`src/sv/dpsa_pkg.sv`:
```
// ----------------------------------------------------------------------------
// dpsa_pkg
// Shared constants and field widths of the deduplicating palette slot
// allocator: table depth, base arithmetic and stream packing.
// ----------------------------------------------------------------------------
package dpsa_pkg;

    // Table and base arithmetic
    localparam int PALETTE_SLOTS    = 512;
    localparam int BONES_PER_POSE   = 256;
    localparam int FRAMES_IN_FLIGHT = 3;

    // Field widths
    localparam int KEY_W     = 64;
    localparam int SERIAL_W  = 64;
    localparam int COUNTER_W = 32;
    localparam int BASE_W    = 19;

    // Slot index and fill count (the count must hold PALETTE_SLOTS itself)
    localparam int ADDR_W = (PALETTE_SLOTS > 1) ? $clog2(PALETTE_SLOTS) : 1;
    localparam int FILL_W = $clog2(PALETTE_SLOTS + 1);

    // Remainder of the frame counter by FRAMES_IN_FLIGHT
    localparam int MOD_W  = (FRAMES_IN_FLIGHT > 1) ? $clog2(FRAMES_IN_FLIGHT) : 1;

    // Reciprocal for the remainder: quotient = (counter * MOD_RECIP) >> MOD_SHIFT,
    // exact for every counter value with MOD_RECIP = ceil(2^MOD_SHIFT / frames)
    localparam int MOD_SHIFT = COUNTER_W + $clog2(FRAMES_IN_FLIGHT);
    localparam int RECIP_W   = COUNTER_W + 1;
    localparam int PROD_W    = COUNTER_W + RECIP_W;
    localparam logic [RECIP_W-1:0] MOD_RECIP = RECIP_W'(((64'd1 << MOD_SHIFT)
        + 64'(FRAMES_IN_FLIGHT) - 64'd1) / 64'(FRAMES_IN_FLIGHT));

    // Base offsets, wrapped to the base width
    localparam logic [BASE_W-1:0] FRAME_STRIDE = BASE_W'(PALETTE_SLOTS * BONES_PER_POSE);
    localparam logic [BASE_W-1:0] SLOT_STRIDE  = BASE_W'(BONES_PER_POSE);

    // One table entry: key in the upper bits, base in the lower bits
    localparam int ENTRY_W = KEY_W + BASE_W;

    // Stream packing
    localparam int IN_DATA_W  = 224;  // pose id, requester id, serial, counter
    localparam int IN_USER_W  = 3;
    localparam int OUT_DATA_W = 24;   // palette base padded to whole bytes
    localparam int OUT_USER_W = 3;

    // Input tuser bit positions
    localparam int IU_SKIN  = 0;
    localparam int IU_READY = 1;
    localparam int IU_POSE  = 2;

    // Output tuser bit positions
    localparam int OU_VALID = 0;
    localparam int OU_NEW   = 1;
    localparam int OU_OVF   = 2;

endpackage

```
`src/sv/dpsa_mod_unit.sv`:
```
// ----------------------------------------------------------------------------
// dpsa_mod_unit
// Remainder of the frame counter by the number of frames in flight, by
// reciprocal multiplication: the product is registered at start, and the
// remainder is formed from it and registered on the next clock.
// ----------------------------------------------------------------------------
module dpsa_mod_unit (
    input  logic                               i_clk,
    input  logic                               i_rst_n,
    input  logic                               i_start,
    input  logic [dpsa_pkg::COUNTER_W-1:0]     i_value,
    output logic                               o_done,
    output logic [dpsa_pkg::MOD_W-1:0]         o_result
);

    logic                             r_busy;
    logic                             r_done;
    logic [dpsa_pkg::COUNTER_W-1:0]   r_val;
    logic [dpsa_pkg::PROD_W-1:0]      r_prod;
    logic [dpsa_pkg::MOD_W-1:0]       r_acc;
    logic [dpsa_pkg::COUNTER_W-1:0]   quot;
    logic [dpsa_pkg::COUNTER_W-1:0]   rem;

    // Quotient from the product, remainder by one multiply-back and subtract
    assign quot = dpsa_pkg::COUNTER_W'(r_prod >> dpsa_pkg::MOD_SHIFT);
    assign rem  = r_val - quot * dpsa_pkg::COUNTER_W'(dpsa_pkg::FRAMES_IN_FLIGHT);

    // Step control: start, then done in the cycle after the product is held
    always_ff @(posedge i_clk) begin
        if (!i_rst_n) begin
            r_busy <= 1'b0;
            r_done <= 1'b0;
        end else begin
            r_busy <= i_start;
            r_done <= r_busy;
        end
    end

    // Datapath
    always_ff @(posedge i_clk) begin
        if (i_start) begin
            r_val  <= i_value;
            r_prod <= dpsa_pkg::PROD_W'(i_value) * dpsa_pkg::PROD_W'(dpsa_pkg::MOD_RECIP);
        end
        if (r_busy) begin
            r_acc <= dpsa_pkg::MOD_W'(rem);
        end
    end

    assign o_done   = r_done;
    assign o_result = r_acc;

endmodule

```
`config.mk`:
```
export PLATFORM = sky130hd
export DESIGN_NAME = dpsa_mod_unit
export DESIGN_NICKNAME = d
export VERILOG_FILES = /design/src/sv/dpsa_pkg.sv /design/src/sv/dpsa_mod_unit.sv
export SDC_FILE = /design/constraint.sdc
export NUM_CORES = 1
export LEC_CHECK = 0
export BUFFER_PORTS_ARGS = -buffer_cell sky130_fd_sc_hd__buf_2
export CAP_MARGIN = 5
export CORE_MARGIN = 8
export CORE_UTILIZATION = 25
export CTS_CLUSTER_SIZE = 8
export DETAILED_ROUTE_END_ITERATION = 10
export GPL_ROUTABILITY_DRIVEN = 0
export PLACE_DENSITY_LB_ADDON = 0.25
export SLEW_MARGIN = 25
export SYNTH_ARGS = -nofsm -noshare
export SYNTH_HDL_FRONTEND = slang
export SYNTH_SLANG_ARGS = --single-unit
export TNS_END_PERCENT = 10
```
`constraint.sdc`:
```
create_clock -name i_clk -period 14.7 [get_ports i_clk]
set_clock_uncertainty 0.1 [all_clocks]
set_input_delay 1.47 -clock i_clk [delete_from_list [all_inputs] [get_ports i_clk]]
set_output_delay 1.47 -clock i_clk [all_outputs]
set_load 0.01 [all_outputs]
```
==> results.toml, run 1 <==
[drt]
drt_iter0_drc = 253
routedWlPerCell_um = 17.8
dr_total_vias = 5726
wirelength_mm = 25.2
ant_nets = 0
drc = 0
firstDrtPassIters = 4
viasPerCell = 4.04

[global_routing]
grt_start_max_net_pins = 13
grt_overflow = 0
grt_use_total_pct = 12.2
antenna_found_initial = 0
grt_pass1_vias = 6583
grt_pass1_wl_mm = 39.9

[die]
die_h_um = 208
io_pins = 38
row_count = 70
fp.dieArea_um2 = 43400
initial_core_util_pct = 25.3
design.core.area_um2 = 36500
die_width_um = 208

[setup_path]
crit_path_end_kind = "register"
worstPathRequired_ns = 14.58
crit_fanout = 12
critPathLaunchType = "primary input"
arrival_ns = 8.09
crit_type = "primary input to register"

[place]
placedCellCount = 1415
dp_hpwl_mm = 23.8
port_buffers = 37

[clock_network]
cts_resized = 0
worstSkewPairLatency_ns = 0.23
cts.sinks = 8
clk_pin_slew_ns = 0.04
numCtsBuffers = 3
h-tree-depth = 1
post-cts-setup-buffer-count = 0
cts_root_buf = "clkbuf_16"
cts_tree = "yes"
hold_buffers = 0
clock_path_buffers = 2

[synthesis]
synthCells = 910
ys_seq_elements = 8
ys_seq_area_share_pct = 2.38
synth-edff-count = 6
ys.flop_type = "edfxtp_1"
postSynth.asyncResetShare_pct = 0
ys_types = 34
synthesis.nets = 1359
syn_area_um2 = 9250
syn_area_per_cell_um2 = 10.2
ys_warn_count = 0

[final_layout]
num_antenna_cells = 0
drive_above_1_share_pct = 5.05
syn2layout_area_growth_pct = 9.19
final_cell_mix = "inv_1, fa_1, ha_1"
final_common_cell = "inv_1"
fin_cells = 1419
nets = 1401

[hold_path]
hp-class = "register to register"

[run_status]
status = "finished, final reports clean"

[sta]
max_freq_ghz = 0.122
tightest_slew_ns = 0.633
rsz0062_at_grt = "no"
period_share_pct = 55.9
final.setup.tns_ns = 0
final.min_clock_period_ns = 8.21
relSlewSlack_pct = 57.6
setup_viol = 0
finalHoldViolCount = 0
slew_violations = 0

[flow_run]
cap_violations = 0
## metrics by stage
step                util, %  hold WS, ns  area [um2]  setup slack (ns)
floorplan                 -        0.357        9250              7.26
global placement       27.4        0.410       10000              6.26
detailed placement     27.4        0.412       10000              6.25
CTS                    27.6        0.421       10100              6.46
global route           27.6        0.440       10100              6.03
finish                 27.6        0.423       10100              6.49
## cell families (layout without fill, tap and decap cells)
family	after synthesis	count (layout)	share of synthesized area [%]
AOI/OAI and AO/OA	39	39	2.90
xor gates and xnor gates	51	51	4.83
adders and majority gates	414	414	72.9
buffers and inverters	353	394	14.3
DFF	8	8	2.38
and+or+nand+nor	45	45	2.64
## cell usage after synthesis, types with 4 or more instances
master	number	share of area, %
xnor2_1	33	3.1
nor2_1	9	0.37
a21o_1	6	0.49
nand4_1	4	0.27
ha_1	206	28
edfxtp_1	6	1.9
inv_1	353	14
and2_1	9	0.61
xor2_1	18	1.7
nand2_1	6	0.24
nand3_1	4	0.22
a21oi_1	14	0.76
fa_1	208	45
## final timing paths
| check | cells past startpoint | slack, ns | end | start |
|---|---|---|---|---|
| max | 24 | 6.49 | r_prod[35]$_DFFE_PP_ | i_value[1] |
| min | 0 | 0.42 | o_result[1]$_DFFE_PP_ | r_busy$_SDFF_PN0_ |
| max reg2reg | 6 | 13.02 | o_result[1]$_DFFE_PP_ | r_prod[34]$_DFFE_PP_ |
| min reg2reg | 0 | 0.42 | o_result[1]$_DFFE_PP_ | r_busy$_SDFF_PN0_ |
## cell type report
class | instances | area [um2]
fillers | 3909 | 26400
multi-input cells | 549 | 7700
inverters | 353 | 1330
well taps | 468 | 586
flip-flops and latches | 8 | 220
repair buffers | 37 | 185
clock buffers | 4 | 78.8
## per-layer routing
metal | GRT usage [%] | up-vias | part of all wire (%)
met5 | 0 | - | 0
met4 | 1.79 | 0 | 1.5
met3 | 1.59 | 16 | 4.4
met2 | 19.2 | 95 | 45
met1 | 17.9 | 2867 | 49
li1 | - | 2748 | -
## registers in the layout (all words and copies together), names as in the netlist
register  flops
o_result      2
r_prod        2
r_busy        1
o_done        1
r_val         2
## worst max-delay path, cell delays in order
cell and delay [ns]:
buf_2 0.36, ha_1 0.39, xor2_1 0.55, ha_1 0.31, inv_1 0.09, fa_1 0.53
inv_1 0.06, fa_1 0.57, fa_1 0.58, inv_1 0.07, fa_1 0.53, inv_1 0.06
fa_1 0.54, inv_1 0.06, fa_1 0.53, inv_1 0.04, ha_1 0.36, nand3_1 0.10
nor4_1 0.18, and3_1 0.22, nand2_1 0.06, o21ai_1 0.18, a21oi_1 0.12, xor2_1 0.14
Power of run 1 is not shown: default switching activity piles up to over one toggle a cycle in this logic, so the estimate is an artifact.
==> run 2: changes to the inputs <==
--- a/config.mk
+++ b/config.mk
@@ -5,6 +5,7 @@
 export SDC_FILE = /design/constraint.sdc
 export NUM_CORES = 1
 export LEC_CHECK = 0
+export ABC_AREA = 1
 export BUFFER_PORTS_ARGS = -buffer_cell sky130_fd_sc_hd__buf_2
 export CAP_MARGIN = 5
 export CORE_MARGIN = 8
==> constraint.sdc (replaced) <==
create_clock -name i_clk -period 8.2 [get_ports i_clk]
set_clock_uncertainty 0.1 [all_clocks]
set_input_delay 0.82 -clock i_clk [delete_from_list [all_inputs] [get_ports i_clk]]
set_output_delay 0.82 -clock i_clk [all_outputs]
set_load 0.01 [all_outputs]
==> run 2 against run 1 <==
  * Final cell count is 15% higher
  * Sequential share of layout area is 0.12 points lower
  * Design area is 5.9% higher
==> results.toml, run 2 <==
[setup_path]
crit_type = "primary input to register"
worstPathRequired_ns = 8.09
crit_fanout = 12
critPathLaunchType = "primary input"
crit_path_end_kind = "register"
arrival_ns = 6.91

[drt]
firstDrtPassIters = 4
routedWlPerCell_um = 17.0
viasPerCell = 4.08
ant_nets = 0
wirelength_mm = 27.9
drt_iter0_drc = 298
dr_total_vias = 6691
drc = 0

[synthesis]
ys_seq_area_share_pct = 2.26
synthCells = 1076
synthesis.nets = 1525
syn_area_per_cell_um2 = 9.06
synth_area_leaders = "fa_1, ha_1, inv_1, nand2_1, edfxtp_1"
synth_commonest_cells = "inv_1, fa_1, ha_1, nand2_1, a21oi_1"
postSynth.asyncResetShare_pct = 0
netlist.area_leader.share_pct = 42.7
ys.flop_type = "edfxtp_1"
ys_seq_elements = 8
ys_warn_count = 0
synth.most_common_cell = "inv_1"
syn_area_um2 = 9750
ys_types = 27
synth-edff-count = 6
yosys.area.top_type = "fa_1"

[die]
die_width_um = 214
fp.dieArea_um2 = 45600
die_h_um = 214
design.core.area_um2 = 38600
initial_core_util_pct = 25.3
io_pins = 38
row_count = 72

[clock_network]
cts_root_buf = "clkbuf_16"
numCtsBuffers = 3
cts.sinks = 8
h-tree-depth = 1
cts_tree = "yes"
hold_buffers = 0
cts_resized = 0
clock_path_buffers = 2
worstSkewPairLatency_ns = 0.23
post-cts-setup-buffer-count = 0
clk_pin_slew_ns = 0.04

[final_layout]
num-fill-cells = 4249
finalInstanceArea_um2 = 10700
nets = 1570
syn2layout_area_growth_pct = 9.58
final_cell_mix = "inv_1, fa_1, ha_1"
drive_above_1_share_pct = 5.36
final_common_cell = "inv_1"
num_antenna_cells = 0

[sta]
finalHoldViolCount = 0
relSlewSlack_pct = 64.3
setup_viol = 0
final.setup.tns_ns = 0
whs_ns = 0.375
max_freq_ghz = 0.142
tightest_slew_ns = 0.531
rsz0062_at_grt = "no"
slew_violations = 0
period_share_pct = 85.7
final.min_clock_period_ns = 7.02
setup_slack_ns = 1.18

[run_status]
status = "finished, final reports clean"

[global_routing]
antenna_found_initial = 0
grt_pass1_wl_mm = 44.8
grt_use_total_pct = 13.1
grt_start_max_net_pins = 13
grt_overflow = 0
grt_pass1_vias = 7737

[flow_run]
cap_violations = 0

[hold_path]
hp-class = "register to register"

[place]
dp_hpwl_mm = 26.1
placed_area_um2 = 10600
port_buffers = 37
pre_cts_ws_ns = 0.948
==> run 2: cell types whose count changed after synthesis, moves of 4 or more <==
cell / delta
nor2_1: +13
nand2_1: +97
and2_1: -9
inv_1: +56
nand2_2: +6
o21ai_0: +6
a21oi_1: +15
xnor2_1: -20
nand3_1: +13
nand3b_1: +4
==> run 2: worst max-delay path: stages <==
cell and delay [ns]:
buf_2 0.33, ha_1 0.35, xor2_1 0.39, ha_1 0.40
xnor2_1 0.19, inv_1 0.06, ha_1 0.29, fa_1 0.54
fa_1 0.55, inv_1 0.05, fa_1 0.53, fa_1 0.52
fa_1 0.54, inv_1 0.04, ha_1 0.30, inv_1 0.06
nor3_1 0.30, nand4_1 0.15, nor4_1 0.18, a21oi_1 0.13
nand3_1 0.11, nand2_1 0.05
==> run 2: path summary, 6_finish.rpt <==
| kind | from | to | slack [ns] | cells past startpoint |
|---|---|---|---|---|
| max | i_value[1] | r_prod[35]$_DFFE_PP_ | 1.18 | 22 |
| max reg2reg | r_prod[34]$_DFFE_PP_ | o_result[1]$_DFFE_PP_ | 6.38 | 7 |
| min reg2reg | r_busy$_SDFF_PN0_ | o_done$_SDFF_PN0_ | 0.38 | 2 |
| min | r_busy$_SDFF_PN0_ | o_done$_SDFF_PN0_ | 0.38 | 2 |
==> run 2: cells by family (layout without fill, tap and decap cells) <==
| family | Yosys count | count (layout) | share of synthesized area [%] |
|---|---|---|---|
| AND/OR/NAND/NOR | 170 | 170 | 7.65 |
| XOR/XNOR | 31 | 31 | 2.78 |
| AO/OA/AOI/OAI | 43 | 43 | 2.40 |
| flip-flops | 8 | 8 | 2.26 |
| adder cells (fa/ha/maj) | 414 | 414 | 69.1 |
| buffers and inverters | 410 | 454 | 15.8 |
==> run 2: cell type report <==
type	count	area (um2)	area share, %
sequential	8	220	2.06
tap	518	648	6.06
multi-input combinational	658	7990	74.8
clock buffer	4	78.8	0.738
inverter	410	1540	14.4
timing repair buffer	40	208	1.94
==> run 2: per-stage QoR <==
step | utilization [%] | instances
after floorplan | - | 1076
after global placement | 27.5 | 1634
after detailed placement | 27.5 | 1634
after CTS | 27.7 | 1638
after global routing | 27.7 | 1638
final | 27.7 | 1638
==> run 2: routing by layer <==
layer  vias up  share of wire (%)  track usage (%)  wire, um
li1       3197                  -                -         -
met1      3361                 47             18.3     13200
met2       109                 46             21.5     12800
met3        24                4.7             1.94      1320
met4         0                2.2             2.34       612
met5         -                  0                0         0
Power of run 2 is left out for the same reason.
==> run 3: changes to the inputs <==
--- a/config.mk
+++ b/config.mk
@@ -13,6 +13,7 @@
 export CTS_CLUSTER_SIZE = 8
 export DETAILED_ROUTE_END_ITERATION = 10
 export GPL_ROUTABILITY_DRIVEN = 0
+export GPL_TIMING_DRIVEN = 0
 export PLACE_DENSITY_LB_ADDON = 0.25
 export SLEW_MARGIN = 25
 export SYNTH_ARGS = -nofsm -noshare
==> run 3 against run 2 <==
  * Non-clock buffer count is 3 lower
  * Die area unchanged
  * Register-to-register slack improved by 0.07 ns
  * Critical path depth increased by 2
  * Core utilization down 0.058 points
  * Worst setup slack worse by 0.69 ns
  * Clock-buffer cell count is the same
  * Via count is 3.1% lower
  * Largest cell class unchanged
==> results.toml, run 3 (same netlist as run 2, synthesis figures left out) <==
[setup_path]
r2r_end = "o_result[1]$_DFFE_PP_"
r2r_start = "r_prod[34]$_DFFE_PP_"
r2r.worst_path.cells = 7
crit_path_end_kind = "register"
arrival_ns = 7.60
critPathLaunchType = "primary input"
worstPathRequired_ns = 8.09
r2r_setup_slack_ns = 6.45
startpoint = "i_value[1]"
crit_type = "primary input to register"
crit_fanout = 12

[drt]
firstDrtPassIters = 4
wirelength_mm = 26.6
drc = 0
ant_nets = 0
drt_iter0_drc = 225
dr_total_vias = 6481
routedWlPerCell_um = 16.3
viasPerCell = 3.96

[clock_network]
h-tree-depth = 1
numCtsBuffers = 3
hold_buffers = 0
clock_path_buffers = 2
cts_resized = 0
cts_tree = "yes"
worstSkewPairLatency_ns = 0.23
post-cts-setup-buffer-count = 0
cts.sinks = 8
cts_root_buf = "clkbuf_16"
clk_pin_slew_ns = 0.03

[global_routing]
grt_overflow = 0
grt_pass1_vias = 7453
antenna_found_initial = 0
grt_pass1_wl_mm = 43.4
grt_use_total_pct = 12.6
grt_start_max_net_pins = 13

[die]
die_h_um = 214
die_width_um = 214
fp.dieArea_um2 = 45600
design.core.area_um2 = 38600
row_count = 72
io_pins = 38
initial_core_util_pct = 25.3

[hold_path]
worstHoldEndpoint = "o_done$_SDFF_PN0_"
hp-class = "register to register"
hp-start = "r_busy$_SDFF_PN0_"
hold_depth = 2

[flow_run]
cap_violations = 0

[final_layout]
nets = 1567
num-fill-cells = 4275
final_common_cell = "inv_1"
syn2layout_area_growth_pct = 9.35
drive_above_1_share_pct = 5.10
final_cell_mix = "inv_1, fa_1, ha_1"
num_antenna_cells = 0

[sta]
rsz0062_at_grt = "no"
period_share_pct = 94.1
setup_viol = 0
final.setup.tns_ns = 0
tightest_slew_ns = 0.728
slew_violations = 0
final.min_clock_period_ns = 7.71
max_freq_ghz = 0.130
finalHoldViolCount = 0
relSlewSlack_pct = 51.3

[place]
port_buffers = 37
dp_hpwl_mm = 24.6

[run_status]
status = "finished, final reports clean"
run 3: stage by stage:
step                      instances  setup slack (ns)  utilization, %  cell area [um2]  hold WS (ns)
after floorplan                1076              1.68               -             9750         0.338
after global placement         1631             0.169            27.5            10600         0.355
after detailed placement       1631             0.227            27.5            10600         0.366
after CTS                      1635             0.408            27.7            10700         0.372
after global routing           1635            0.0979            27.7            10700         0.391
final                          1635             0.488            27.7            10700         0.369
run 3: final cells by class:
| class | count | area [um2] | share of cell area [%] |
|---|---|---|---|
| clock buffers | 4 | 78.8 | 0.739 |
| multi-input cells | 658 | 7990 | 75.0 |
| repair buffers | 37 | 185 | 1.74 |
| inverters | 410 | 1540 | 14.4 |
| flip-flops and latches | 8 | 220 | 2.06 |
| well taps | 518 | 648 | 6.08 |
run 3: worst max-delay path: stages:
cell,delay (ns)
buf_2,0.37
ha_1,0.41
xor2_1,0.62
ha_1,0.29
inv_1,0.08
fa_1,0.54
inv_1,0.06
fa_1,0.60
fa_1,0.58
inv_1,0.06
fa_1,0.53
inv_1,0.05
fa_1,0.53
inv_1,0.06
fa_1,0.53
inv_1,0.06
ha_1,0.31
nand2_1,0.11
nor3_1,0.30
nand4_1,0.20
nor4_1,0.20
a21oi_1,0.13
nand3_1,0.10
nand2_1,0.05
run 3: per-layer routing:
metal  vias to the layer above  global-route usage [%]  share of wire [%]
met5                         -                       0                  0
met4                         0                    1.39                1.0
met3                        16                    1.08                3.3
met2                        74                    20.4                 45
met1                      3195                    18.7                 51
li1                       3196                       -                  -
run 3: how the worst max path moves through the flow:
stage	end	slack, ns	cells past startpoint
final	r_prod[35]$_DFFE_PP_	0.49	24
after global routing	r_prod[35]$_DFFE_PP_	0.1	24
after CTS	r_prod[35]$_DFFE_PP_	0.41	24
after detailed placement	r_prod[35]$_DFFE_PP_	0.23	24
after global placement	r_prod[35]$_DFFE_PP_	0.17	24
after floorplan	r_prod[35]$_DFFE_PP_	1.68	23
Power of run 3 is left out for the same reason.
